<file path="config.mk">
export PLATFORM = sky130hd
export DESIGN_NAME = aes_key_schedule
export DESIGN_NICKNAME = d
export VERILOG_FILES = /design/src/design/aks_pkg.sv /design/src/design/aks_datapath.sv /design/src/design/aks_ctrl.sv /design/src/design/aes_key_schedule.sv
export VERILOG_INCLUDE_DIRS = /design/src /design/src/design
export SDC_FILE = /design/constraint.sdc
export NUM_CORES = 1
export LEC_CHECK = 0
export ABC_AREA = 1
export BUFFER_PORTS_ARGS = -buffer_cell sky130_fd_sc_hd__buf_4
export CELL_PAD_IN_SITES_DETAIL_PLACEMENT = 0
export CELL_PAD_IN_SITES_GLOBAL_PLACEMENT = 1
export CORE_ASPECT_RATIO = 0.6
export CORE_MARGIN = 2
export CORE_UTILIZATION = 45
export DETAILED_ROUTE_END_ITERATION = 12
export HOLD_SLACK_MARGIN = 0.12
export PLACE_DENSITY = 0.75
export SETUP_SLACK_MARGIN = 0.15
export SYNTH_ARGS = -nofsm -noshare
export SYNTH_HDL_FRONTEND = slang
export SYNTH_SLANG_ARGS = --single-unit
</file>
<file path="constraint.sdc">
create_clock -name clk -period 8 [get_ports clk]
set_input_delay 1.6 -clock clk [delete_from_list [all_inputs] [get_ports clk]]
set_output_delay 1.6 -clock clk [all_outputs]
set_load 0.005 [all_outputs]
</file>
<file path="src/design/aes_key_schedule_macros.svh">
// Assertion macros used by the key schedule controller.
`ifndef AES_KEY_SCHEDULE_MACROS_SVH
`define AES_KEY_SCHEDULE_MACROS_SVH

// Property that must hold at every clock edge outside reset.
`define AKS_ASSERT_ALWAYS(lbl, prop, msg) \
    lbl: assert property (@(posedge clk) disable iff (!rst_n) (prop)) else $error(msg);

// Condition that implies a consequence in the same cycle.
`define AKS_ASSERT_IMP(lbl, ante, cons, msg) \
    lbl: assert property (@(posedge clk) disable iff (!rst_n) (ante) |-> (cons)) \
        else $error(msg);

// Condition that implies a consequence in the next cycle.
`define AKS_ASSERT_NEXT(lbl, ante, cons, msg) \
    lbl: assert property (@(posedge clk) disable iff (!rst_n) (ante) |=> (cons)) \
        else $error(msg);

`endif

</file>
<file path="src/design/aks_pkg.sv">
// Package with constants, types and functions of the AES key schedule.
package aks_pkg;

    localparam int MAX_KEY_WORDS = 8;
    localparam int WORD_W        = 32;
    localparam int NUM_W         = 6;
    localparam int WIN_IDX_W     = $clog2(MAX_KEY_WORDS);
    localparam int NK_W          = $clog2(MAX_KEY_WORDS) + 1;
    localparam int MODE_W        = 2;
    localparam int ROUND_W       = 4;
    localparam int CFG_DATA_W    = 4;
    localparam int TDATA_OUT_W   = 40;

    localparam logic [ROUND_W-1:0] MAX_ROUNDS   = 4'd14;
    localparam logic [ROUND_W-1:0] ROUNDS_RESET = 4'd10;
    localparam logic [7:0]         RCON_INIT    = 8'h8d;
    localparam logic [8:0]         GF_POLY      = 9'h11b;

    localparam logic [MODE_W-1:0] KEY_128 = 2'd0;
    localparam logic [MODE_W-1:0] KEY_192 = 2'd1;

    localparam logic CFG_KEY_SIZE = 1'b0;
    localparam logic CFG_ROUNDS   = 1'b1;

    localparam logic [7:0] SBOX [256] = '{
        8'h63,8'h7c,8'h77,8'h7b,8'hf2,8'h6b,8'h6f,8'hc5,8'h30,8'h01,8'h67,8'h2b,8'hfe,8'hd7,8'hab,8'h76,
        8'hca,8'h82,8'hc9,8'h7d,8'hfa,8'h59,8'h47,8'hf0,8'had,8'hd4,8'ha2,8'haf,8'h9c,8'ha4,8'h72,8'hc0,
        8'hb7,8'hfd,8'h93,8'h26,8'h36,8'h3f,8'hf7,8'hcc,8'h34,8'ha5,8'he5,8'hf1,8'h71,8'hd8,8'h31,8'h15,
        8'h04,8'hc7,8'h23,8'hc3,8'h18,8'h96,8'h05,8'h9a,8'h07,8'h12,8'h80,8'he2,8'heb,8'h27,8'hb2,8'h75,
        8'h09,8'h83,8'h2c,8'h1a,8'h1b,8'h6e,8'h5a,8'ha0,8'h52,8'h3b,8'hd6,8'hb3,8'h29,8'he3,8'h2f,8'h84,
        8'h53,8'hd1,8'h00,8'hed,8'h20,8'hfc,8'hb1,8'h5b,8'h6a,8'hcb,8'hbe,8'h39,8'h4a,8'h4c,8'h58,8'hcf,
        8'hd0,8'hef,8'haa,8'hfb,8'h43,8'h4d,8'h33,8'h85,8'h45,8'hf9,8'h02,8'h7f,8'h50,8'h3c,8'h9f,8'ha8,
        8'h51,8'ha3,8'h40,8'h8f,8'h92,8'h9d,8'h38,8'hf5,8'hbc,8'hb6,8'hda,8'h21,8'h10,8'hff,8'hf3,8'hd2,
        8'hcd,8'h0c,8'h13,8'hec,8'h5f,8'h97,8'h44,8'h17,8'hc4,8'ha7,8'h7e,8'h3d,8'h64,8'h5d,8'h19,8'h73,
        8'h60,8'h81,8'h4f,8'hdc,8'h22,8'h2a,8'h90,8'h88,8'h46,8'hee,8'hb8,8'h14,8'hde,8'h5e,8'h0b,8'hdb,
        8'he0,8'h32,8'h3a,8'h0a,8'h49,8'h06,8'h24,8'h5c,8'hc2,8'hd3,8'hac,8'h62,8'h91,8'h95,8'he4,8'h79,
        8'he7,8'hc8,8'h37,8'h6d,8'h8d,8'hd5,8'h4e,8'ha9,8'h6c,8'h56,8'hf4,8'hea,8'h65,8'h7a,8'hae,8'h08,
        8'hba,8'h78,8'h25,8'h2e,8'h1c,8'ha6,8'hb4,8'hc6,8'he8,8'hdd,8'h74,8'h1f,8'h4b,8'hbd,8'h8b,8'h8a,
        8'h70,8'h3e,8'hb5,8'h66,8'h48,8'h03,8'hf6,8'h0e,8'h61,8'h35,8'h57,8'hb9,8'h86,8'hc1,8'h1d,8'h9e,
        8'he1,8'hf8,8'h98,8'h11,8'h69,8'hd9,8'h8e,8'h94,8'h9b,8'h1e,8'h87,8'he9,8'hce,8'h55,8'h28,8'hdf,
        8'h8c,8'ha1,8'h89,8'h0d,8'hbf,8'he6,8'h42,8'h68,8'h41,8'h99,8'h2d,8'h0f,8'hb0,8'h54,8'hbb,8'h16
    };

    typedef struct packed {
        logic                 load_word;
        logic [WIN_IDX_W-1:0] load_idx;
        logic                 expand_init;
        logic                 step;
        logic                 key_phase;
        logic [NUM_W-1:0]     word_idx;
        logic                 rcon_step;
        logic                 sub_only;
        logic                 last;
    } aks_cmd_t;

    typedef struct packed {
        logic             out_free;
        logic [NK_W-1:0]  nk;
        logic [NUM_W-1:0] total;
    } aks_sts_t;

    function automatic logic [7:0] next_rcon(input logic [7:0] r);
        logic [7:0] v;
        begin
            v = {r[6:0], 1'b0};
            if (r[7])
            begin
                v = v ^ GF_POLY[7:0];
            end
            return v;
        end
    endfunction

    function automatic logic [WORD_W-1:0] sub_word(input logic [WORD_W-1:0] w);
        begin
            return {SBOX[w[31:24]], SBOX[w[23:16]], SBOX[w[15:8]], SBOX[w[7:0]]};
        end
    endfunction

endpackage

</file>
<file path="src/design/aks_datapath.sv">
// Datapath of the key schedule: key window, word history, round constant and output register.
module aks_datapath (
    input  logic                               clk,
    input  logic                               rst_n,
    input  logic                               cfg_valid,
    input  logic                               cfg_index,
    input  logic [aks_pkg::CFG_DATA_W-1:0]     cfg_data,
    input  logic [aks_pkg::WORD_W-1:0]         key_word,
    input  aks_pkg::aks_cmd_t                  cmd,
    output aks_pkg::aks_sts_t                  sts,
    output logic                               m_axis_tvalid,
    input  logic                               m_axis_tready,
    output logic [aks_pkg::TDATA_OUT_W-1:0]    m_axis_tdata,
    output logic                               m_axis_tlast
);
    import aks_pkg::*;

    logic [MODE_W-1:0]    mode_reg;
    logic [ROUND_W-1:0]   rounds_reg;
    logic [WORD_W-1:0]    window_reg [MAX_KEY_WORDS];
    logic [WORD_W-1:0]    hist_reg [MAX_KEY_WORDS];
    logic [7:0]           rcon_reg;
    logic [7:0]           rcon_next;
    logic                 out_valid_reg;
    logic [WORD_W-1:0]    out_word_reg;
    logic [NUM_W-1:0]     out_num_reg;
    logic                 out_last_reg;

    logic [NK_W-1:0]      nk;
    logic [ROUND_W-1:0]   rounds_eff;
    logic [ROUND_W-1:0]   rounds_p1;
    logic [WIN_IDX_W-1:0] back_idx;
    logic [WORD_W-1:0]    prev_word;
    logic [WORD_W-1:0]    back_word;
    logic [WORD_W-1:0]    temp_word;
    logic [WORD_W-1:0]    new_word;

    always_comb
    begin
        unique case (mode_reg)
            KEY_128: nk = NK_W'(4);
            KEY_192: nk = NK_W'(6);
            default: nk = NK_W'(MAX_KEY_WORDS);
        endcase
        rounds_eff = (rounds_reg > MAX_ROUNDS) ? MAX_ROUNDS : rounds_reg;
        rounds_p1  = rounds_eff + ROUND_W'(1);
    end

    assign sts.nk       = nk;
    assign sts.total    = {rounds_p1, 2'b00};
    assign sts.out_free = !out_valid_reg || m_axis_tready;

    assign back_idx  = WIN_IDX_W'(nk - NK_W'(1));
    assign prev_word = hist_reg[0];
    assign back_word = hist_reg[back_idx];
    assign rcon_next = next_rcon(rcon_reg);

    always_comb
    begin
        priority if (cmd.rcon_step)
        begin
            temp_word = sub_word({prev_word[23:0], prev_word[31:24]}) ^ {rcon_next, 24'h0};
        end
        else if (cmd.sub_only)
        begin
            temp_word = sub_word(prev_word);
        end
        else
        begin
            temp_word = prev_word;
        end
        new_word = cmd.key_phase ? window_reg[cmd.word_idx[WIN_IDX_W-1:0]]
                                 : (temp_word ^ back_word);
    end

    always_ff @(posedge clk or negedge rst_n)
    begin
        if (!rst_n)
        begin
            mode_reg   <= KEY_128;
            rounds_reg <= ROUNDS_RESET;
        end
        else if (cfg_valid)
        begin
            unique case (cfg_index)
                CFG_KEY_SIZE: mode_reg   <= cfg_data[MODE_W-1:0];
                CFG_ROUNDS:   rounds_reg <= cfg_data[ROUND_W-1:0];
                default:      mode_reg   <= mode_reg;
            endcase
        end
    end

    always_ff @(posedge clk)
    begin
        if (cmd.load_word)
        begin
            window_reg[cmd.load_idx] <= key_word;
        end
        if (cmd.step)
        begin
            hist_reg[0] <= new_word;
            for (int k = 1; k < MAX_KEY_WORDS; k++)
            begin
                hist_reg[k] <= hist_reg[k-1];
            end
            out_word_reg <= new_word;
            out_num_reg  <= cmd.word_idx;
            out_last_reg <= cmd.last;
        end
    end

    always_ff @(posedge clk or negedge rst_n)
    begin
        if (!rst_n)
        begin
            rcon_reg      <= RCON_INIT;
            out_valid_reg <= 1'b0;
        end
        else
        begin
            if (cmd.expand_init)
            begin
                rcon_reg <= RCON_INIT;
            end
            else if (cmd.step && cmd.rcon_step)
            begin
                rcon_reg <= rcon_next;
            end
            if (cmd.step)
            begin
                out_valid_reg <= 1'b1;
            end
            else if (m_axis_tready)
            begin
                out_valid_reg <= 1'b0;
            end
        end
    end

    assign m_axis_tvalid = out_valid_reg;
    assign m_axis_tdata  = {{(TDATA_OUT_W - WORD_W - NUM_W){1'b0}}, out_num_reg, out_word_reg};
    assign m_axis_tlast  = out_last_reg;

endmodule

</file>
<file path="src/design/aks_ctrl.sv">
// Controller of the key schedule: key loading count, word sequencing and state.
`include "aes_key_schedule_macros.svh"

module aks_ctrl (
    input  logic              clk,
    input  logic              rst_n,
    input  logic              s_axis_tvalid,
    output logic              s_axis_tready,
    input  aks_pkg::aks_sts_t sts,
    output aks_pkg::aks_cmd_t cmd
);
    import aks_pkg::*;

    localparam logic S_LOAD   = 1'b0;
    localparam logic S_EXPAND = 1'b1;

    logic                 state_reg;
    logic                 state_next;
    logic [WIN_IDX_W-1:0] count_reg;
    logic [WIN_IDX_W-1:0] count_next;
    logic [NUM_W-1:0]     word_reg;
    logic [NUM_W-1:0]     word_next;
    logic [WIN_IDX_W-1:0] pos_reg;
    logic [WIN_IDX_W-1:0] pos_next;

    logic                 accept;
    logic [NK_W-1:0]      count_inc;
    logic                 key_done;
    logic                 key_phase;

    assign s_axis_tready = (state_reg == S_LOAD);
    assign accept        = s_axis_tvalid && s_axis_tready;
    assign count_inc     = {1'b0, count_reg} + NK_W'(1);
    assign key_done      = (count_inc >= sts.nk);
    assign key_phase     = (word_reg < NUM_W'(sts.nk));

    always_comb
    begin
        cmd.load_word   = accept;
        cmd.load_idx    = count_reg;
        cmd.expand_init = accept && key_done;
        cmd.step        = (state_reg == S_EXPAND) && sts.out_free;
        cmd.key_phase   = key_phase;
        cmd.word_idx    = word_reg;
        cmd.rcon_step   = !key_phase && (pos_reg == '0);
        cmd.sub_only    = !key_phase && (sts.nk > NK_W'(6)) && (pos_reg == WIN_IDX_W'(4));
        cmd.last        = (word_reg == sts.total - NUM_W'(1));
    end

    always_comb
    begin
        state_next = state_reg;
        count_next = count_reg;
        word_next  = word_reg;
        pos_next   = pos_reg;
        unique case (state_reg)
            S_LOAD:
            begin
                if (accept)
                begin
                    if (key_done)
                    begin
                        state_next = S_EXPAND;
                        count_next = '0;
                        word_next  = '0;
                        pos_next   = '0;
                    end
                    else
                    begin
                        count_next = count_inc[WIN_IDX_W-1:0];
                    end
                end
            end
            S_EXPAND:
            begin
                if (cmd.step)
                begin
                    word_next = word_reg + NUM_W'(1);
                    pos_next  = ({1'b0, pos_reg} == sts.nk - NK_W'(1)) ? '0
                                                                      : pos_reg + WIN_IDX_W'(1);
                    if (cmd.last)
                    begin
                        state_next = S_LOAD;
                    end
                end
            end
            default:
            begin
                state_next = S_LOAD;
            end
        endcase
    end

    always_ff @(posedge clk or negedge rst_n)
    begin
        if (!rst_n)
        begin
            state_reg <= S_LOAD;
            count_reg <= '0;
            word_reg  <= '0;
            pos_reg   <= '0;
        end
        else
        begin
            state_reg <= state_next;
            count_reg <= count_next;
            word_reg  <= word_next;
            pos_reg   <= pos_next;
        end
    end

    `AKS_ASSERT_IMP(a_no_load_in_expand, state_reg == S_EXPAND, !cmd.load_word && count_reg == '0, "key word loaded during expansion")
    `AKS_ASSERT_IMP(a_step_needs_room, cmd.step, sts.out_free, "word produced while the output register is full")
    `AKS_ASSERT_NEXT(a_last_ends_expand, cmd.step && cmd.last, state_reg == S_LOAD, "expansion did not end after the last word")
    `AKS_ASSERT_NEXT(a_start_from_zero, cmd.expand_init, word_reg == '0 && pos_reg == '0, "expansion started at a nonzero word")
    `AKS_ASSERT_ALWAYS(a_pos_in_range, {1'b0, pos_reg} < sts.nk || state_reg == S_LOAD, "word position beyond key length")

endmodule

</file>
<file path="src/design/aes_key_schedule.sv">
// Top level of the AES key expansion for 128-, 192- and 256-bit keys.
//
//  Channel   Direction  Handshake              Payload
//  s_axis    in         tvalid/tready          tdata: key_word[31:0]
//  m_axis    out        tvalid/tready          tdata: round_key_word[31:0], word_number[37:32];
//                                              tlast: last_word
//  cfg       in         cfg_valid/cfg_ready    cfg_index (0 key size, 1 rounds), cfg_data
//
// Key words are taken one per cycle while loading; the Nk-th word starts the expansion.
// The expansion produces one word per cycle while the output is not stalled,
// through a single S-box stage, and a key yields 4*(rounds+1) words in all.
// No key word is taken while the expansion runs; a stalled output pauses it.
// Reset clears the load count, sets the round constant to 0x8d and the
// registers to a 128-bit key with ten rounds.
module aes_key_schedule (
    input  logic                               clk,
    input  logic                               rst_n,
    input  logic                               s_axis_tvalid,
    output logic                               s_axis_tready,
    // key_word[31:0]
    input  logic [aks_pkg::WORD_W-1:0]         s_axis_tdata,
    output logic                               m_axis_tvalid,
    input  logic                               m_axis_tready,
    // round_key_word[31:0], word_number[37:32], zero fill[39:38]
    output logic [aks_pkg::TDATA_OUT_W-1:0]    m_axis_tdata,
    output logic                               m_axis_tlast,
    input  logic                               cfg_valid,
    output logic                               cfg_ready,
    input  logic                               cfg_index,
    input  logic [aks_pkg::CFG_DATA_W-1:0]     cfg_data
);
    import aks_pkg::*;

    aks_cmd_t cmd;
    aks_sts_t sts;

    assign cfg_ready = 1'b1;

    aks_ctrl u_ctrl (
        .clk           (clk),
        .rst_n         (rst_n),
        .s_axis_tvalid (s_axis_tvalid),
        .s_axis_tready (s_axis_tready),
        .sts           (sts),
        .cmd           (cmd)
    );

    aks_datapath u_datapath (
        .clk           (clk),
        .rst_n         (rst_n),
        .cfg_valid     (cfg_valid),
        .cfg_index     (cfg_index),
        .cfg_data      (cfg_data),
        .key_word      (s_axis_tdata),
        .cmd           (cmd),
        .sts           (sts),
        .m_axis_tvalid (m_axis_tvalid),
        .m_axis_tready (m_axis_tready),
        .m_axis_tdata  (m_axis_tdata),
        .m_axis_tlast  (m_axis_tlast)
    );

endmodule
</file>
### After elaboration in Yosys (flattened, before gate mapping)

Memories as Yosys holds them, arrays and structs flattened.
Cells that the tools add are included.

* bits in registers: 67
* latch bits: 0
* memory bits (writable): 512
* memory bits (read-only): 8192
* input bits: 42
* output and inout bits: 44
* logic and storage cells: 102
* memories kept: 6

Memory list
* (name not given): words 256, bits a word 8, read ports 1, clocked after Yosys merged registers in 0, write ports 0, RTL line aks_pkg.sv:76 `return {SBOX[w[31:24]], SBOX[w[23:16]], SBOX[w[15:8]], SBOX[w[7:0]]};`
* (name not given): words 256, bits a word 8, read ports 1, clocked after Yosys merged registers in 0, write ports 0, RTL line aks_pkg.sv:76
* (name not given): words 256, bits a word 8, read ports 1, clocked after Yosys merged registers in 0, write ports 0, RTL line aks_pkg.sv:76
* (name not given): words 256, bits a word 8, read ports 1, clocked after Yosys merged registers in 0, write ports 0, RTL line aks_pkg.sv:76
* u_datapath.hist_reg: words 8, bits a word 32, read ports 8, clocked after Yosys merged registers in 0, write ports 8, RTL line aks_datapath.sv:21 `logic [WORD_W-1:0] hist_reg [MAX_KEY_WORDS];`
* u_datapath.window_reg: words 8, bits a word 32, read ports 1, clocked after Yosys merged registers in 0, write ports 1, RTL line aks_datapath.sv:20 `logic [WORD_W-1:0] window_reg [MAX_KEY_WORDS];`

* add/subtract/negate cells: 6
* multipliers: 0
* divide/modulo/power cells: 0
* order comparisons: 8
* eq/ne operators: 7
* shifts and indexed selects: 0
* multiplexer cells: 37
* bitwise logic cells: 9
* reductions and logical operators: 18

Operators with widths (number)
* 32-bit two-way mux: 3
* 8-bit two-way mux: 10
* 32-bit bitwise XOR: 2
* 9-bit >= comparator, second input constant: 4
* 8-bit inverter with 9-bit output: 4
* 6-bit two-way mux: 3
* 3-bit two-way mux: 5
* 6-bit one-hot mux with 2 select lines: 1
* 1-bit two-way mux: 10
* 4-bit one-hot mux with 2 select lines: 1
* 1-bit logical AND: 7
* 6-bit by 1-bit adder with 6-bit output, second input constant: 1
* 6-bit == test: 1
* 6-bit by 4-bit less-than comparator with 1-bit output: 1
* 3-bit one-hot mux with 2 select lines: 1
* 2-bit AND reduction: 3
* 6-bit by 1-bit subtractor with 6-bit output, second input constant: 1
* 5-bit two-way mux: 1
* 3-bit by 1-bit adder with 4-bit output, second input constant: 1
* 4-bit by 1-bit adder with 4-bit output, second input constant: 1
* 3-bit by 4-bit == test with 1-bit output: 1
* 4-bit >= comparator: 1
* 4-bit by 3-bit > comparator with 1-bit output, second input constant: 1
* 4-bit > comparator, second input constant: 1
* 16 further kinds: 20

### Logic depth before layout (Yosys ltp)

Gate-level depths: netlist of the first run.

* word-level depth: 10
* mapped depth: 21
* gate-level depth less buffers: 20

### By module

From an unflattened synthesis of the first run, not the netlist that was laid out.

* cells, all modules: 4016
* area total of the unflattened synthesis: 32989.1 sq um

By module, submodules not included
* aks_datapath: instances 1, cells an instance 3831, area an instance 31731.7 sq um, sequential area each 15967.8 sq um
* aks_ctrl: instances 1, cells an instance 183, area an instance 1246.2 sq um, sequential area each 325.3 sq um
* aes_key_schedule: instances 1, cells an instance 2, area an instance 11.3 sq um, sequential area each 0.0 sq um

### Worst setup path after synthesis of the first run

No wires, ideal clock.

* path kind: input -> register
* from: input port m_axis_tready
* to: memory u_datapath.hist_reg[0][0], enable pin
* library setup time: 0.615 ns
* data arrival time: 6.885 ns
* data required time: 7.385 ns
* path slack: 0.500 ns
* stages: 4
* buffers on the path: 0
* path through: inv_1 > nand2_1 > nand2_1 > inv_1

RTL lines
* start, declared: RTL line aes_key_schedule.sv:23 `input logic m_axis_tready,`
* end, declared: RTL line aks_datapath.sv:21

==> out/results.txt, run 1 <==
Status - finished, final reports clean
Setup violators final - 0
Synth top area cells - edfxtp_1 (47%), nand2_1 (14%), nand3_1 (13%)
Tcrit/Tclk final - 53.4%
Sinks on Clock Net - 547
CP Capture Type - register
Worst clock skew - 0.0585 ns
CP arrival - 4.63 ns
R2R Path Start - u_datapath.mode_reg[1]
Clk slew on worst S/H paths - 0.07 ns
Die Height - 214 um
Number of top-level pins - 86
Top delay family on crit path - simple AND/OR/NAND/NOR gates
Setup tns final - 0 ns
Hold path endpoint - u_datapath.hist_reg[5][18]
Synth Register Bits - 547
FF+latch area - 0.0163 sq mm
Htree depth - 2
Crit-path max cell delay - 0.96 ns
HPWL after detailed placement - 85500 um
Initial antenna violation count - 0
Most frequent cell after synthesis - nand2_1
Die area - 0.0755 sq mm
YS warnings - 0
WP data required - 8.35 ns
Slowest cell on crit path - nor2_4
Via count - 31300
Hold Path Origin - u_datapath.hist_reg[4][18]
Initial DRT Pass Iterations - 6
Vias in the first global route - 27600
Overall Global Routing Usage - 32.6%
Most common cell on crit path - nand2_1
RSZ-0062 raised after global routing - no
Cell Rows - 76
Clock root buffer - clkbuf_16
Hold-fix buffers, CTS - 0
Fraction of registers with async set/reset - 5.12%
Min Tclk post-route - 4.27 ns
Max_slew headroom - 22.3%
Cell variety after synth - 42
Avg Synthesized Cell Area - 7.93 sq um
Main synth FF type - edfxtp_1
Reg2Reg Capture Point - u_datapath.hist_reg[0][11]
Register area share after synthesis - 49.5%
CP Launch Type - register
Cell taking the most area after synthesis - edfxtp_1
Via density - 6.15
Worst-Skew Late Latency - 0.63 ns
Fmax - 0.234 GHz
# diodes - 0
# port buffers - 82
Worst slew pin tran - 1.16 ns
Commonest cells post-synth - nand2_1 (1204), nand3_1 (845), edfxtp_1 (519)
CTS tree - yes
Post-CTS setup buffer count - 0
Mapped Area - 0.0329 sq mm
Max Cap Viol - 0
Nets - 4196
R2r worst-path depth - 15
Util after Layout - 49.6%
Number of flops mapped to enable cells by yosys - 519
Maximum buffer depth of the clock tree - 3
P&R area growth vs syn - 8.54%
Pin count of the biggest net entering global routing - 118
Core Area - 0.0721 sq mm
CP Cell Sequence - buf_4 > nor2_4 > nand2_1 > a21oi_2 > o21ai_4 > buf_4 > nand4_1 > buf_4 > inv_2 > nand3_1 > nand3_1 > nand2_1 > nand2_1 > nand2_1 > nand2_1
Post-DP Area - 0.0342 sq mm
Layout Cell Area excl Fill - 0.0358 sq mm
Crit Path Max Fanout - 40
DR DRC count - 0
DRT Wirelength - 127000 um
Initial DRC Count - 5662
Share of the synthesized area in the top cell type - 47.3%
First-pass GRT wire length - 186000 um
Final Wtd Congestion - 1.03
CP bufs+invs - 4
Global route overflow - 0
Layout cells sized above 1 - 6.29%
Die X - 353 um
Endpoints failing hold - 0
FF-to-FF setup slack - 3.73 ns
DR WL/cell - 24.8 um
# resized after CTS - 0
Post-route ant nets - 0
Fillers - 7112
Cts bufs inserted - 47
Worst hold path depth - 0
CP Class - register to register
Multi-input logic area - 0.0147 sq mm
Syn Inst Count - 4152
Hold WC Path Type - register to register
Initial Util - 45.7%
Slew Viols, Final - 0
-- final cells by class --
| cell class | instances | share of cell area (%) |
|---|---|---|
| inverters | 234 | 2.48 |
| well taps | 975 | 3.41 |
| flip-flops and latches | 547 | 45.6 |
| repair buffers | 145 | 3.04 |
| clock buffers | 57 | 3.39 |
| clock inverters | 27 | 0.966 |
| multi-input cells | 3108 | 41.1 |
-- layer usage --
metal / up-vias / global-route usage, % / wire length (um)
li1: 14200 / - / -
met1: 14800 / 51.9 / 58300
met2: 2140 / 42.2 / 48000
met3: 166 / 11.7 / 18600
met4: 2 / 4.33 / 1570
met5: - / 0.438 / 52
-- metrics by stage --
stage                     setup slack [ns]  hold slack, ns  cells
after floorplan                      0.500           0.400   4153
after global placement                3.90           0.400   5009
after detailed placement              3.80           0.405   5009
after CTS                             3.79           0.388   5093
after global routing                  3.49           0.384   5093
final                                 3.73           0.371   5093
-- placed cells by master (no fill, tap or decap), drive strengths merged, types with 12 or more instances in the layout --
| cell | instances |
|---|---|
| a221oi | 19 |
| o21ai | 270 |
| o211ai | 59 |
| nand2 | 1207 |
| nor2 | 337 |
| ha | 71 |
| inv | 227 |
| o22ai | 74 |
| clkbuf | 57 |
| dfrtp | 22 |
| edfxtp | 519 |
| nand3 | 846 |
| buf | 145 |
| a21oi | 150 |
| nand3b | 12 |
| clkinv | 25 |
| nand4 | 28 |
-- kinds of logic (layout without fill, tap and decap cells) --
logic type	count (synthesis)	in the layout	share of synthesized area, %
fa+ha+maj	71	71	2.70
compound gates	585	585	9.97
other cells	2	3	0.0228
simple gates	2442	2442	31.5
xor+xnor	5	5	0.133
flops	547	547	49.5
buf+inv	498	463	6.13
mux	2	2	0.0684
-- worst max path at each step --
stage / startpoint / end / slack, ns / depth (start not counted)
floorplan: m_axis_tready / u_datapath.hist_reg[0][0] / 0.50 / 4
global placement: u_datapath.mode_reg[1] / u_datapath.hist_reg[0][11] / 3.90 / 15
detailed placement: u_datapath.mode_reg[1] / u_datapath.hist_reg[0][11] / 3.80 / 15
CTS: u_datapath.mode_reg[1] / u_datapath.hist_reg[0][29] / 3.79 / 15
global route: u_datapath.mode_reg[1] / u_datapath.hist_reg[0][29] / 3.49 / 15
finish: u_datapath.mode_reg[1] / u_datapath.hist_reg[0][11] / 3.73 / 15
Power of run 1 is not shown: default switching activity piles up to over one toggle a cycle in this logic, so the estimate is an artifact.
==> run 2, diff against run 1 <==
- CORE_UTILIZATION: 45 -> 43
- clock period: 8 -> 3.7 ns (I/O delays scaled with it)
==> run 2 against run 1 <==
Count of clock-buffer cells in the layout rose by 1. Worst setup slack got worse by 3.5 ns. Flip-flop and latch count did not move. Clock skew fell by 0.0067 ns. Critical path depth did not move. Die area rose by 4.6%. Critical path type unchanged. Critical endpoint is now u_datapath.hist_reg[0][5].
==> out/results.txt, run 2 (same netlist as run 1, synthesis figures left out) <==
Status - finished, final reports clean
Min Tclk post-route - 3.47 ns
Clk slew on worst S/H paths - 0.07 ns
Sinks on Clock Net - 547
Overall Global Routing Usage - 33.3%
WP data required - 4.04 ns
Crit Path Max Fanout - 14
Clock root buffer - clkbuf_16
Tcrit/Tclk final - 93.7%
Number of top-level pins - 86
Max_slew headroom - 35.5%
Fin cells - 5237
RSZ-0062 raised after global routing - yes
Reg2Reg Capture Point - u_datapath.hist_reg[0][5]
DR DRC count - 0
DRT Wirelength - 135000 um
Worst slew pin tran - 0.966 ns
Multi-input logic area - 0.0147 sq mm
Initial Util - 43.5%
R2R Path Start - u_datapath.hist_reg[0][26]
Pin count of the biggest net entering global routing - 95
Die X - 361 um
Setup violators final - 0
DR WL/cell - 25.8 um
Placed Instances - 5148
Endpoints failing hold - 0
CP Capture Type - register
R2r worst-path depth - 15
Most frequent cells in the layout - nand2_1 (1201), nand3_1 (845), edfxtp_1 (519), nor2_1 (326), o21ai_0 (265)
CP Class - register to register
Most common cell after layout, fill and taps aside - nand2_1
Slew Viols, Final - 0
First-pass GRT wire length - 196000 um
Maximum buffer depth of the clock tree - 3
Global route overflow - 0
Core Area - 0.0757 sq mm
Hold WC Path Type - input pin to register
Cell Rows - 78
CTS tree - yes
FF-to-FF setup slack - 0.23 ns
Worst clock skew - 0.0518 ns
Initial DRT Pass Iterations - 7
Htree depth - 2
Initial DRC Count - 5341
Final Wtd Congestion - 1.05
Vias in the first global route - 28800
HPWL after detailed placement - 96500 um
CP Launch Type - register
# port buffers - 82
Cts bufs inserted - 48
Die area - 0.0789 sq mm
Fmax - 0.288 GHz
P&R area growth vs syn - 12.0%
Nets - 4312
Hold path endpoint - u_datapath.rounds_reg[2]
Layout cells sized above 1 - 8.97%
Max Cap Viol - 0
Via count - 32100
Via density - 6.12
Worst hold path depth - 2
Fillers - 7346
Hold Path Origin - cfg_data[2]
Worst-Skew Late Latency - 0.60 ns
Post-CTS setup buffer count - 0
FF+latch area - 0.0163 sq mm
Post-route ant nets - 0
CP arrival - 3.81 ns
Initial antenna violation count - 3
Die Height - 218 um
# diodes - 0
-- run 2: cell types whose count changed in the layout (fill, tap and decap cells not counted), moves of 2 or more --
cell      previous run  this run
buf_4              145       244
o21ai_1              2         4
buf_12               0        15
nand2_1           1204      1201
nand2_4              0         2
o21ai_0            267       265
clkinv_4             1         4
-- run 2: critical path, stage by stage, from the launching register on --
cell	delay [ns]
edfxtp_1	0.52
inv_1	0.53
buf_4	0.25
nand2_2	0.20
nand3_1	0.37
o211ai_1	0.16
nand3_1	0.11
nand3_1	0.23
nand3_1	0.29
nand2_1	0.15
nand2_1	0.11
nand3_1	0.07
nand2_1	0.06
nand2_1	0.05
nand2_1	0.05
nand2_1	0.05
-- run 2: metrics by stage --
| step | area (sq um) | hold WS [ns] | TNS (ns) | worst slack, ns | util [%] |
|---|---|---|---|---|---|
| 6_report | 36900 | 0.376 | 0 | 0.233 | 48.7 |
| 5_1_grt | 36900 | 0.361 | 0 | 0.143 | 48.7 |
| 4_1_cts | 36900 | 0.357 | 0 | 0.428 | 48.7 |
| 3_5_place_dp | 35300 | 0.405 | 0 | 0.437 | 46.6 |
| 3_3_place_gp | 35300 | 0.401 | 0 | 0.364 | 46.6 |
| 2_1_floorplan | 33000 | 0.400 | -402.18 | -1.52 | - |
-- run 2: final cells by class --
type | instances | area share (%)
inverter | 234 | 2.43
multi-input combinational | 3108 | 39.9
sequential | 547 | 44.2
clock inverter | 30 | 0.919
tap | 1000 | 3.39
timing repair buffer | 260 | 5.81
clock buffer | 58 | 3.36
-- run 2: layer usage --
| layer | GRT usage (%) | wire length (um) | share of wire (%) | vias to the layer above |
|---|---|---|---|---|
| met5 | 0.674 | 70 | 0.052 | - |
| met4 | 4.99 | 2060 | 1.5 | 6 |
| met3 | 15.4 | 22000 | 16 | 179 |
| met2 | 41.3 | 49600 | 37 | 2202 |
| met1 | 51.9 | 61600 | 46 | 15300 |
| li1 | - | - | - | 14400 |
-- run 2: worst max-delay path by stage --
stage / startpoint / end / slack [ns] / cells after the start
2_1_floorplan: m_axis_tready / u_datapath.hist_reg[0][0] / -1.52 / 4
3_3_place_gp: u_datapath.hist_reg[0][1] / u_datapath.hist_reg[0][9] / 0.36 / 16
3_5_place_dp: u_datapath.hist_reg[0][18] / u_datapath.hist_reg[0][29] / 0.44 / 16
4_1_cts: u_datapath.hist_reg[0][18] / u_datapath.hist_reg[0][29] / 0.43 / 16
5_1_grt: u_datapath.hist_reg[0][16] / u_datapath.hist_reg[0][24] / 0.14 / 16
6_report: u_datapath.hist_reg[0][26] / u_datapath.hist_reg[0][5] / 0.23 / 15
-- run 2: repair_timing --
item,in CTS,in global routing
gates resized for setup,0,1
hold buffers,1,0
hold endpoints to repair,22,0
endpoints found under the setup margin,0,2
Power of run 2 is left out for the same reason.
